[src/hw/rtl/fd_slot_allocator_defines.svh]
// ----------------------------------------------------------------------------
// fd_slot_allocator assertion macros
// Shared property wrappers, clocked on i_clk and disabled during reset.
// ----------------------------------------------------------------------------
`ifndef FD_SLOT_ALLOCATOR_DEFINES_SVH
`define FD_SLOT_ALLOCATOR_DEFINES_SVH

// same-cycle implication
`define FDSA_ASSERT_IMP(lbl, ante, cons) \
    lbl: assert property (@(posedge i_clk) disable iff (!i_rst_n) (ante) |-> (cons)) \
        else $error("fd_slot_allocator: assertion failed");

// next-cycle implication
`define FDSA_ASSERT_NXT(lbl, ante, cons) \
    lbl: assert property (@(posedge i_clk) disable iff (!i_rst_n) (ante) |=> (cons)) \
        else $error("fd_slot_allocator: assertion failed");

`endif

[src/hw/rtl/fdsa_pkg.sv]
// ----------------------------------------------------------------------------
// fdsa_pkg
// Request/result codes and the controller to datapath command and status.
// ----------------------------------------------------------------------------
package fdsa_pkg;

    localparam logic MODE_ALLOC   = 1'b0;
    localparam logic MODE_RELEASE = 1'b1;

    localparam logic [1:0] ST_OK      = 2'd0;
    localparam logic [1:0] ST_FULL    = 2'd1;
    localparam logic [1:0] ST_INVALID = 2'd2;

    typedef struct packed {
        logic load;        // capture request
        logic scan_step;   // issue next chunk read
        logic alloc_hit;   // take lowest free slot of the pending chunk
        logic alloc_new;   // bring next chunk into use
        logic alloc_full;  // answer table full
        logic rel_read;    // read the chunk of the released slot
        logic rel_check;   // check and free the slot
        logic push;        // move result to the output register
    } t_dp_cmd;

    typedef struct packed {
        logic scan_hit;
        logic scan_end;
        logic table_full;
        logic out_free;
    } t_dp_stat;

endpackage

[src/hw/rtl/fd_slot_allocator.sv]
// ----------------------------------------------------------------------------
// fd_slot_allocator
// First-fit descriptor slot allocator over a chunked slot bitmap.
// ----------------------------------------------------------------------------
//  channel   dir  tdata                                 tuser
//  s_axis    in   [7:0] slot_index                      [0] mode
//  m_axis    out  [7:0] given_index, [11:8] chunks_used  [1:0] status
//
//  allocate scans the chunks in use, lowest first, from request to result:
//  the scan reads one chunk word of the bitmap RAM per cycle.
//  release steps through bitmap read, check and write, result; the divide
//  is done as the request is taken.
//  reset clears the chunk count; a chunk's bitmap word is written when the
//  chunk comes into use. a held result does not stop the next request from
//  being taken, only from finishing.
// ----------------------------------------------------------------------------
`include "fd_slot_allocator_defines.svh"

module fd_slot_allocator import fdsa_pkg::*; #(
    parameter int CHUNKS          = 8,
    parameter int SLOTS_PER_CHUNK = 32
) (
    input  logic        i_clk,
    input  logic        i_rst_n,
    input  logic        s_axis_tvalid,
    output logic        s_axis_tready,
    input  logic [7:0]  s_axis_tdata,   // [7:0] slot_index
    input  logic [0:0]  s_axis_tuser,   // [0] mode
    output logic        m_axis_tvalid,
    input  logic        m_axis_tready,
    output logic [15:0] m_axis_tdata,   // [7:0] given_index, [11:8] chunks_used
    output logic [1:0]  m_axis_tuser    // [1:0] status
);

    t_dp_cmd    cmd;
    t_dp_stat   stat;
    logic [7:0] given;
    logic [3:0] used;

    fdsa_ctrl u_ctrl (
        .i_clk        (i_clk),
        .i_rst_n      (i_rst_n),
        .i_in_valid   (s_axis_tvalid),
        .i_in_release (s_axis_tuser[0]),
        .o_in_ready   (s_axis_tready),
        .o_cmd        (cmd),
        .i_stat       (stat)
    );

    fdsa_dpath #(
        .CHUNKS          (CHUNKS),
        .SLOTS_PER_CHUNK (SLOTS_PER_CHUNK)
    ) u_dpath (
        .i_clk       (i_clk),
        .i_rst_n     (i_rst_n),
        .i_cmd       (cmd),
        .o_stat      (stat),
        .i_idx       (s_axis_tdata),
        .i_out_ready (m_axis_tready),
        .o_out_valid (m_axis_tvalid),
        .o_status    (m_axis_tuser),
        .o_given     (given),
        .o_used      (used)
    );

    assign m_axis_tdata = {4'd0, used, given};

    `FDSA_ASSERT_NXT(a_busy_after_accept, s_axis_tvalid && s_axis_tready, !s_axis_tready)
    `FDSA_ASSERT_IMP(a_status_legal, m_axis_tvalid, m_axis_tuser <= ST_INVALID)
    `FDSA_ASSERT_IMP(a_no_index_on_error, m_axis_tvalid && (m_axis_tuser != ST_OK), given == 8'd0)
    `FDSA_ASSERT_IMP(a_full_all_chunks, m_axis_tvalid && (m_axis_tuser == ST_FULL), used == 4'(CHUNKS))

endmodule

[src/hw/rtl/fdsa_ram.sv]
// ----------------------------------------------------------------------------
// fdsa_ram
// Generic single-write, single-read RAM with registered read data.
// ----------------------------------------------------------------------------
module fdsa_ram #(
    parameter int WIDTH = 32,
    parameter int DEPTH = 8,
    parameter int AW    = (DEPTH > 1) ? $clog2(DEPTH) : 1
) (
    input  logic             i_clk,
    input  logic             i_we,
    input  logic [AW-1:0]    i_waddr,
    input  logic [WIDTH-1:0] i_wdata,
    input  logic [AW-1:0]    i_raddr,
    output logic [WIDTH-1:0] o_rdata
);

    logic [WIDTH-1:0] r_mem [DEPTH];
    logic [WIDTH-1:0] r_rdata;

    always_ff @(posedge i_clk) begin
        if (i_we) begin
            r_mem[i_waddr] <= i_wdata;
        end
        r_rdata <= r_mem[i_raddr];
    end

    assign o_rdata = r_rdata;

endmodule

[src/hw/rtl/fdsa_dpath.sv]
// ----------------------------------------------------------------------------
// fdsa_dpath
// Slot bitmap RAM, chunk counter, scan and release logic, output register.
// ----------------------------------------------------------------------------
module fdsa_dpath import fdsa_pkg::*; #(
    parameter int CHUNKS          = 8,
    parameter int SLOTS_PER_CHUNK = 32
) (
    input  logic           i_clk,
    input  logic           i_rst_n,
    input  t_dp_cmd        i_cmd,
    output t_dp_stat       o_stat,
    input  logic [7:0]     i_idx,
    input  logic           i_out_ready,
    output logic           o_out_valid,
    output logic [1:0]     o_status,
    output logic [7:0]     o_given,
    output logic [3:0]     o_used
);

    localparam int S    = SLOTS_PER_CHUNK;
    localparam int CW   = (CHUNKS > 1) ? $clog2(CHUNKS) : 1;
    localparam int CNTW = $clog2(CHUNKS + 1);
    localparam int SW   = $clog2(SLOTS_PER_CHUNK);
    localparam int IW   = CW + 7;
    // reciprocal for index / S, exact for 8-bit indexes and S up to 64
    localparam int RK   = 16;
    localparam int RM   = ((1 << RK) + SLOTS_PER_CHUNK - 1) / SLOTS_PER_CHUNK;

    logic [CNTW-1:0] r_count;
    logic [CNTW-1:0] r_issue;
    logic            r_pend;
    logic [CW-1:0]   r_pend_addr;
    logic [7:0]      r_idx;
    logic [6:0]      r_quot;
    logic [SW-1:0]   r_slot;
    logic            r_inuse;
    logic [1:0]      r_res_status;
    logic [7:0]      r_res_given;
    logic            r_out_valid;
    logic [1:0]      r_out_status;
    logic [7:0]      r_out_given;
    logic [3:0]      r_out_used;

    logic [S-1:0]    rd_data;
    logic [CW-1:0]   rd_addr;
    logic            wr_en;
    logic [CW-1:0]   wr_addr;
    logic [S-1:0]    wr_data;
    logic            issue_ok;
    logic [SW-1:0]   free_slot;
    logic [23:0]     quot_prod;
    logic [13:0]     rem_prod;
    logic [7:0]      rem_val;
    logic            rel_ok;
    logic [IW-1:0]   hit_index;
    logic [IW-1:0]   new_index;

    fdsa_ram #(
        .WIDTH (S),
        .DEPTH (CHUNKS),
        .AW    (CW)
    ) u_bitmap (
        .i_clk   (i_clk),
        .i_we    (wr_en),
        .i_waddr (wr_addr),
        .i_wdata (wr_data),
        .i_raddr (rd_addr),
        .o_rdata (rd_data)
    );

    assign issue_ok  = (r_issue < r_count);
    assign quot_prod = {16'd0, i_idx} * 24'(RM);
    assign rem_prod  = {7'd0, r_quot} * 14'(S);
    assign rem_val   = r_idx - rem_prod[7:0];
    assign rel_ok    = r_inuse && rd_data[r_slot];
    assign hit_index = ({{(IW-CW){1'b0}}, r_pend_addr} * IW'(S)) + IW'(free_slot);
    assign new_index = {{(IW-CNTW){1'b0}}, r_count} * IW'(S);

    // lowest clear bit of the word just read
    always_comb begin
        free_slot = '0;
        for (int i = S - 1; i >= 0; i--) begin
            if (!rd_data[i]) begin
                free_slot = SW'(i);
            end
        end
    end

    assign rd_addr = i_cmd.rel_read ? r_quot[CW-1:0] : r_issue[CW-1:0];

    always_comb begin
        wr_en   = 1'b0;
        wr_addr = r_pend_addr;
        wr_data = rd_data | ({{(S-1){1'b0}}, 1'b1} << free_slot);
        if (i_cmd.alloc_hit) begin
            wr_en = 1'b1;
        end else if (i_cmd.alloc_new) begin
            wr_en   = 1'b1;
            wr_addr = r_count[CW-1:0];
            wr_data = {{(S-1){1'b0}}, 1'b1};
        end else if (i_cmd.rel_check) begin
            wr_en   = rel_ok;
            wr_addr = r_quot[CW-1:0];
            wr_data = rd_data & ~({{(S-1){1'b0}}, 1'b1} << r_slot);
        end
    end

    always_ff @(posedge i_clk) begin
        if (!i_rst_n) begin
            r_count     <= '0;
            r_pend      <= 1'b0;
            r_out_valid <= 1'b0;
        end else begin
            if (i_cmd.load) begin
                r_idx   <= i_idx;
                r_quot  <= quot_prod[RK+6:RK];
                r_issue <= '0;
                r_pend  <= 1'b0;
            end
            if (i_cmd.scan_step) begin
                r_pend      <= issue_ok;
                r_pend_addr <= r_issue[CW-1:0];
                if (issue_ok) begin
                    r_issue <= r_issue + 1'b1;
                end
            end
            if (i_cmd.alloc_hit) begin
                r_res_status <= ST_OK;
                r_res_given  <= hit_index[7:0];
            end
            if (i_cmd.alloc_new) begin
                r_count      <= r_count + 1'b1;
                r_res_status <= ST_OK;
                r_res_given  <= new_index[7:0];
            end
            if (i_cmd.alloc_full) begin
                r_res_status <= ST_FULL;
                r_res_given  <= 8'd0;
            end
            if (i_cmd.rel_read) begin
                r_slot  <= rem_val[SW-1:0];
                r_inuse <= ({1'b0, r_quot} < 8'(r_count));
            end
            if (i_cmd.rel_check) begin
                r_res_status <= rel_ok ? ST_OK : ST_INVALID;
                r_res_given  <= 8'd0;
            end
            if (i_cmd.push) begin
                r_out_valid  <= 1'b1;
                r_out_status <= r_res_status;
                r_out_given  <= r_res_given;
                r_out_used   <= 4'(r_count);
            end else if (i_out_ready) begin
                r_out_valid <= 1'b0;
            end
        end
    end

    assign o_stat.scan_hit   = r_pend && !(&rd_data);
    assign o_stat.scan_end   = !r_pend && !issue_ok;
    assign o_stat.table_full = (r_count == CNTW'(CHUNKS));
    assign o_stat.out_free   = !r_out_valid || i_out_ready;

    assign o_out_valid = r_out_valid;
    assign o_status    = r_out_status;
    assign o_given     = r_out_given;
    assign o_used      = r_out_used;

endmodule

[src/hw/rtl/fdsa_ctrl.sv]
// ----------------------------------------------------------------------------
// fdsa_ctrl
// Sequencer for allocate scans and release checks.
// ----------------------------------------------------------------------------
module fdsa_ctrl import fdsa_pkg::*; (
    input  logic     i_clk,
    input  logic     i_rst_n,
    input  logic     i_in_valid,
    input  logic     i_in_release,
    output logic     o_in_ready,
    output t_dp_cmd  o_cmd,
    input  t_dp_stat i_stat
);

    typedef enum logic [2:0] {
        S_IDLE,
        S_SCAN,
        S_REL_RD,
        S_REL_CHK,
        S_DONE
    } t_state;

    t_state  r_state;
    t_state  n_state;
    logic    r_in_ready;
    t_dp_cmd cmd;

    always_comb begin
        n_state = r_state;
        cmd     = '0;
        case (r_state)
            S_IDLE: begin
                if (i_in_valid) begin
                    cmd.load = 1'b1;
                    n_state  = (i_in_release == MODE_RELEASE) ? S_REL_RD : S_SCAN;
                end
            end
            S_SCAN: begin
                if (i_stat.scan_hit) begin
                    cmd.alloc_hit = 1'b1;
                    n_state       = S_DONE;
                end else if (i_stat.scan_end) begin
                    // no room in chunks in use
                    cmd.alloc_full = i_stat.table_full;
                    cmd.alloc_new  = !i_stat.table_full;
                    n_state        = S_DONE;
                end else begin
                    cmd.scan_step = 1'b1;
                end
            end
            S_REL_RD: begin
                cmd.rel_read = 1'b1;
                n_state      = S_REL_CHK;
            end
            S_REL_CHK: begin
                cmd.rel_check = 1'b1;
                n_state       = S_DONE;
            end
            S_DONE: begin
                if (i_stat.out_free) begin
                    cmd.push = 1'b1;
                    n_state  = S_IDLE;
                end
            end
            default: begin
                n_state = S_IDLE;
            end
        endcase
    end

    always_ff @(posedge i_clk) begin
        if (!i_rst_n) begin
            r_state    <= S_IDLE;
            r_in_ready <= 1'b1;
        end else begin
            r_state    <= n_state;
            r_in_ready <= (n_state == S_IDLE);
        end
    end

    assign o_in_ready = r_in_ready;
    assign o_cmd      = r_in_ready ? cmd : (r_state == S_IDLE ? '0 : cmd);

endmodule
[config.mk]
export PLATFORM = sky130hd
export DESIGN_NAME = fd_slot_allocator
export DESIGN_NICKNAME = d
export VERILOG_FILES = /design/src/hw/rtl/fdsa_pkg.sv /design/src/hw/rtl/fd_slot_allocator.sv /design/src/hw/rtl/fdsa_ram.sv /design/src/hw/rtl/fdsa_dpath.sv /design/src/hw/rtl/fdsa_ctrl.sv
export VERILOG_INCLUDE_DIRS = /design/src /design/src/hw/rtl
export SDC_FILE = /design/constraint.sdc
export NUM_CORES = 1
export LEC_CHECK = 0
export ABC_AREA = 1
export BUFFER_PORTS_ARGS = -buffer_cell sky130_fd_sc_hd__buf_2
export CAP_MARGIN = 20
export CORE_MARGIN = 2
export CORE_UTILIZATION = 50
export DETAILED_ROUTE_END_ITERATION = 10
export GPL_ROUTABILITY_DRIVEN = 0
export MAX_ROUTING_LAYER = met4
export PLACE_DENSITY = 0.66
export SLEW_MARGIN = 30
export SYNTH_ARGS = -nofsm -noshare
export SYNTH_HDL_FRONTEND = slang
export SYNTH_SLANG_ARGS = --single-unit
[constraint.sdc]
create_clock -name i_clk -period 8.4 [get_ports i_clk]
set_input_delay 1.68 -clock i_clk [delete_from_list [all_inputs] [get_ports i_clk]]
set_output_delay 1.68 -clock i_clk [all_outputs]
set_load 0.01 [all_outputs]
==> results of run 1 <==
==> power breakdown <==
| group | internal [W] | switching, W |
|---|---|---|
| clock | 0.000961 | 0.000620 |
| combinational | 0.000231 | 0.000574 |
| sequential | 0.00209 | 0.000105 |
==> metrics by stage <==
stage                     total power (W)  hold slack (ns)
after floorplan                   0.00274            0.400
after global placement            0.00300            0.404
after detailed placement          0.00301            0.405
after CTS                         0.00459            0.420
after global routing              0.00477            0.425
final                             0.00458            0.418
==> registers in the layout, summed over array words and instances, names as in the netlist, 2 cells and up <==
signal and flops:
u_dpath.u_bitmap.r_mem 256, u_dpath.o_used 4, u_dpath.r_count 4, u_dpath.r_res_given 8
u_dpath.r_issue 4, u_dpath.o_status 2, u_ctrl.r_state 3, u_dpath.r_quot 3
u_dpath.r_slot 5, u_dpath.r_pend_addr 3, u_dpath.r_idx 5, u_dpath.r_res_status 2
u_dpath.o_given 8, u_dpath.u_bitmap.o_rdata 32
==> worst register-to-register path, delay by kind of cell, from the launching register on <==
family	cells	cell delay (ns)
AO/OA/AOI/OAI	5	0.81
flip-flops	1	0.45
AND/OR/NAND/NOR	5	1.80
buffers and inverters	2	0.71
==> layout by cell type, fill, tap and decap left out, types with 3 or more instances in the layout <==
cell	netlist	layout
clkinv_2	0	3
buf_4	5	15
a21oi_1	30	30
nor2_1	151	143
nor3_1	12	10
o21ai_0	180	178
o21bai_1	65	65
buf_16	0	3
bufinv_16	0	3
a21oi_2	8	8
clkbuf_8	0	4
edfxtp_1	301	301
o22ai_1	40	40
conb_1	1	4
nand2_2	2	3
ha_1	8	8
nor2_4	2	10
nand3_1	41	41
clkbuf_16	0	38
o211ai_1	4	4
buf_2	2	28
clkbuf_1	62	12
and3_1	5	5
dfxtp_1	42	42
a31oi_1	44	44
nand4_1	12	12
nand2_1	125	124
inv_1	73	72
clkinv_1	0	4
==> how the worst max path moves through the flow <==
stage                       start                       endpoint  cells after the start
2_1_floorplan  u_dpath.r_issue[1]   u_dpath.u_bitmap.r_mem[2][0]                     11
3_3_place_gp    u_dpath.r_slot[0]   u_dpath.u_bitmap.r_mem[0][3]                     11
3_5_place_dp    u_dpath.r_slot[0]   u_dpath.u_bitmap.r_mem[2][3]                     12
4_1_cts         u_dpath.r_slot[0]  u_dpath.u_bitmap.r_mem[2][15]                     12
5_1_grt         u_dpath.r_slot[1]   u_dpath.u_bitmap.r_mem[2][9]                     12
6_report        u_dpath.r_slot[0]   u_dpath.u_bitmap.r_mem[2][9]                     12
==> area by class of cell <==
type / instances / area, um2
repair buffers: 46 / 335
fillers: 2339 / 12300
well taps: 384 / 480
flip-flops and latches: 343 / 9880
multi-input cells: 754 / 4020
clock inverters: 12 / 148
inverters: 75 / 283
clock buffers: 54 / 1050
==> synth_stat cells (all sizes together) <==
library cell and n:
edfxtp 301, o21ai 180, nor2 153, nand2 129
inv 75, o21bai 66, clkbuf 63, a31oi 44
dfxtp 42, nand3 42, o22ai 40, a21oi 38
nand4 12, nor3 12, ha 8, buf 7
and3 5, o211ai 4, a2111oi 2, a21boi 2
a221oi 2, mux2i 2, nor4 2, o2111ai 2
o21a 2, o311ai 2, conb 1, o221ai 1
==> logic make-up (layout without fill, tap and decap cells) <==
family,Yosys count,in the layout,synth area share (%)
compound gates,385,385,16.0
fa+ha+maj,8,8,0.697
buf+inv,145,187,3.96
flops,343,343,68.8
mux,2,2,0.139
other cells,1,4,0.0261
simple gates,355,355,10.4
==> per-layer routing <==
layer,up-vias,part of all wire [%]
met5,-,0
met4,0,2.2
met3,74,7.9
met2,462,48
met1,4796,42
li1,4542,-
==> flow_metrics.env, run 1 <==
export IMPL_reg2reg_to="u_dpath.u_bitmap.r_mem[2][9]"
export IMPL_diodes=0
export IMPL_syn_area_mm2=0.0144
export IMPL_worst_slack_ns=4.26
export IMPL_ff2ff_path_depth=12
export IMPL_fp_dieW_um=173
export IMPL_ys_ff_latch=343
export IMPL_dp_hpwl_mm=20.4
export IMPL_grt_pass1_vias=9416
export IMPL_status="complete, no violations"
export IMPL_maxSlewHeadroom_pct=43.0
export IMPL_worstHoldEndpoint="u_dpath.r_slot[4]"
export IMPL_htreeDepth=2
export IMPL_yosysSeqAreaShare_pct=68.8
export IMPL_avgSynthCellArea_um2=11.6
export IMPL_drtAntennaViolNets=0
export IMPL_grt_pass1_wl_mm=53.1
export IMPL_crit_family="simple AND/OR/NAND/NOR gates"
export IMPL_worstPathRequired_ns=8.58
export IMPL_root_buffer="clkbuf_16"
export IMPL_cts_tree="done"
export IMPL_critPathKind="flop to flop"
export IMPL_clockBufferDepth=3
export IMPL_synth_top_area_cell="edfxtp_1"
export IMPL_numCtsBuffers=36
export IMPL_drv_slew=0
export IMPL_finalSetupViolCount=0
export IMPL_rr_startpoint="u_dpath.r_slot[0]"
export IMPL_grt_max_degree=81
export IMPL_hold_violations=0
export IMPL_initial_core_util_pct=50.4
export IMPL_cts_clk_slew_worst_paths_ns=0.06
export IMPL_wl_per_cell_um=20.5
export IMPL_hold_buffers=0
export IMPL_max_stage_delay_ns=0.61
export IMPL_syn_inst=1239
export IMPL_max_cap_viol_count=0
export IMPL_min_delay_start="u_dpath.r_idx[4]"
export IMPL_fin_setup_tns_ns=0
export IMPL_io_pins=33
export IMPL_hold_depth=0
export IMPL_gr_max_usage_layer="met2"
export IMPL_worst_pin_slew_ns=0.854
export IMPL_dpl_cell_count=1602
export IMPL_final_core_util_pct=56.9
export IMPL_grt_use_total_pct=23.2
export IMPL_pre_cts_ws_ns=4.42
export IMPL_synth_top_cell_area_share_pct=62.9
export IMPL_layoutNonFillerInstCount=1668
export IMPL_avgViaCountPerCell=5.92
export IMPL_finalWirelength_mm=34.1
export IMPL_cp_slowest_cell="nor2_1"
export IMPL_die_height_um=173
export IMPL_rows=62
export IMPL_cp_arrival_ns=4.32
export IMPL_port_buffers=28
export IMPL_area_growth_pct=12.8
export IMPL_insertion_delay_ns=0.53
export IMPL_dieArea_mm2=0.0301
export IMPL_place_area_mm2=0.0150
export IMPL_period_share_pct=49.3
export IMPL_powerDensity_mw_per_mm2=282
export IMPL_drtPass1Iterations=7
export IMPL_synth_area_leaders="edfxtp_1 63%, o21ai_0 6.3%, dfxtp_1 5.9%"
export IMPL_crit_top_cell="nand3_1"
export IMPL_use_met3_pct=4.30
export IMPL_met1_usage_pct=30.4
export IMPL_drive_above_1_share_pct=9.97
export IMPL_antenna_found_initial=0
export IMPL_dr_first_iter_drc_count=1235
export IMPL_crit_fanout=17
export IMPL_hp_class="flop to flop"
export IMPL_period_needed_ns=4.14
export IMPL_p_leak_nw=5.64
export IMPL_cts_resized=0
export IMPL_ys_warn_count=0
export IMPL_fmaxAchievable_ghz=0.242
export IMPL_nNetsFinal=1277
export IMPL_vias=9874
export IMPL_drc=0
export IMPL_overflow=0
export IMPL_worst_setup_path_end_kind="flop"
export IMPL_post_cts_buffers=0
export IMPL_yosysUniqueCellTypes=37
export IMPL_critPathLaunchType="flop"
export IMPL_fin_area_mm2=0.0162
export IMPL_max_vdd_ir_drop_mv=0.185
export IMPL_r2r_slack_ns=4.26
export IMPL_crit_buf_inv=2
export IMPL_skew_ns=0.0309
export IMPL_cts_sinks=343
export IMPL_met2_usage_pct=37.4
export IMPL_cp_cell_sequence="nor2_1 -> inv_1 -> o22ai_1 -> a21oi_1 -> o211ai_1 -> o311ai_0 -> nand3_1 -> nand3_1 -> o221ai_1 -> nand2_1 -> nor2_4 -> buf_4"
export IMPL_core_mm2=0.0285
export IMPL_rsz0062_at_grt="false"
(Power assumes the default switching activity.)
==> run 2: changes to the inputs <==
- clock period: 8.4 -> 4.3 ns (I/O delays scaled with it)
==> flow_metrics.env, run 2 (synthesized netlist as in run 1, its figures left out) <==
export IMPL_period_share_pct=77.9
export IMPL_pwr_share_seq_pct=49.0
export IMPL_grt_pass1_wl_mm=52.8
export IMPL_diodes=0
export IMPL_htreeDepth=2
export IMPL_clockBufferDepth=3
export IMPL_post_cts_buffers=0
export IMPL_crit_top_cell="nor2_1"
export IMPL_fin_setup_tns_ns=0
export IMPL_fmaxAchievable_ghz=0.298
export IMPL_hold_buffers=0
export IMPL_final_common_cell="edfxtp_1"
export IMPL_crit_buf_inv=1
export IMPL_dieArea_mm2=0.0301
export IMPL_drv_slew=0
export IMPL_max_cap_viol_count=0
export IMPL_regMostFlops="u_dpath.u_bitmap.r_mem"
export IMPL_crit_family="simple AND/OR/NAND/NOR gates"
export IMPL_port_buffers=28
export IMPL_status="complete, no violations"
export IMPL_critPathKind="flop to flop"
export IMPL_switching_share_pct=28.7
export IMPL_core_mm2=0.0285
export IMPL_drive_above_1_share_pct=11.0
export IMPL_area_growth_pct=12.4
export IMPL_grt_use_total_pct=23.2
export IMPL_antenna_found_initial=0
export IMPL_switchingPower_w=0.00251
export IMPL_cts_tree="done"
export IMPL_final_core_util_pct=56.7
export IMPL_rows=62
export IMPL_finalSetupViolCount=0
export IMPL_die_height_um=173
export IMPL_min_delay_start="u_dpath.r_res_status[0]"
export IMPL_pre_cts_ws_ns=1.04
export IMPL_cp_arrival_ns=3.58
export IMPL_whs_ns=0.414
export IMPL_critPathLaunch="u_dpath.u_bitmap.o_rdata[30]"
export IMPL_dr_first_iter_drc_count=1138
export IMPL_drc=0
export IMPL_cts_resized=0
export IMPL_root_buffer="clkbuf_16"
export IMPL_initial_core_util_pct=50.4
export IMPL_cp_cell_sequence="nand2_1 -> nand3_1 -> nand3_1 -> nand3_1 -> a31oi_1 -> nor2_1 -> nor2_1 -> nor2_1 -> nor2_1 -> nor2_1 -> nor2_1 -> o21bai_1 -> a31oi_1 -> nand2_1 -> inv_1 -> nand3_1 -> nor2_1 -> nand3_1 -> a21oi_1"
export IMPL_worstPathRequired_ns=4.53
export IMPL_grt_max_degree=69
export IMPL_critPathLaunchType="flop"
export IMPL_skew_ns=0.0245
export IMPL_period_needed_ns=3.35
export IMPL_nNetsFinal=1289
export IMPL_powerDensity_mw_per_mm2=540
export IMPL_finalWirelength_mm=33.7
export IMPL_worst_slack_ns=0.948
export IMPL_maxSlewHeadroom_pct=38.8
export IMPL_grt_pass1_vias=9413
export IMPL_cts_sinks=343
export IMPL_p_int_w=0.00622
export IMPL_hp_class="flop to flop"
export IMPL_avgViaCountPerCell=5.80
export IMPL_wl_per_cell_um=20.1
export IMPL_fp_dieW_um=173
export IMPL_cts_clk_slew_worst_paths_ns=0.06
export IMPL_combPwrFrac_pct=17.9
export IMPL_hold_violations=0
export IMPL_finalPower_w=0.00872
export IMPL_vias=9734
export IMPL_cp_slowest_cell="a21oi_1"
export IMPL_rsz0062_at_grt="false"
export IMPL_p_leak_nw=5.66
export IMPL_clkPwrFrac_pct=33.1
export IMPL_rr_startpoint="u_dpath.u_bitmap.o_rdata[30]"
export IMPL_max_vdd_ir_drop_mv=0.233
export IMPL_crit_fanout=8
export IMPL_overflow=0
export IMPL_largest_reg_flops=256
export IMPL_layout_common_cells="301 x edfxtp_1, 178 x o21ai_0, 143 x nor2_1, 124 x nand2_1, 72 x inv_1"
export IMPL_numCtsBuffers=35
export IMPL_dp_hpwl_mm=20.3
export IMPL_worst_pin_slew_ns=0.914
export IMPL_worst_setup_path_end_kind="flop"
export IMPL_max_stage_delay_ns=0.52
export IMPL_io_pins=33
export IMPL_drtAntennaViolNets=0
export IMPL_drtPass1Iterations=6
export IMPL_insertion_delay_ns=0.52
run 2: per-layer routing:
layer	GRT usage [%]	routed length [um]
met4	8.23	1060
met5	-	0
met1	30.0	14300
met2	37.6	16100
met3	3.75	2250
run 2: worst paths after layout:
check / depth (start not counted) / end / slack (ns)
min: 0 / u_dpath.o_status[0] / 0.41
max: 19 / u_dpath.u_bitmap.r_mem[1][31] / 0.95
min reg2reg: 0 / u_dpath.o_status[0] / 0.41
max reg2reg: 19 / u_dpath.u_bitmap.r_mem[1][31] / 0.95
run 2: layout make-up:
type,instances,area [um2]
clock inverters,17,148
inverters,75,283
clock buffers,47,952
fillers,2363,12300
repair buffers,59,373
multi-input cells,754,4020
well taps,384,480
flip-flops and latches,343,9880
run 2: power by group through the flow:
stage                     combinational, W  clock, W  sequential, W
after global placement             0.00152         0        0.00433
after global routing               0.00175   0.00308        0.00429
after floorplan                    0.00111         0        0.00424
final                              0.00156   0.00289        0.00428
after detailed placement           0.00154         0        0.00433
after CTS                          0.00155   0.00292        0.00427
run 2: stage by stage:
| stage | instance area (um2) | std cells |
|---|---|---|
| after global placement | 15000 | 1615 |
| after global routing | 16100 | 1679 |
| after floorplan | 14400 | 1242 |
| after CTS | 16100 | 1679 |
| final | 16100 | 1679 |
| after detailed placement | 15000 | 1615 |
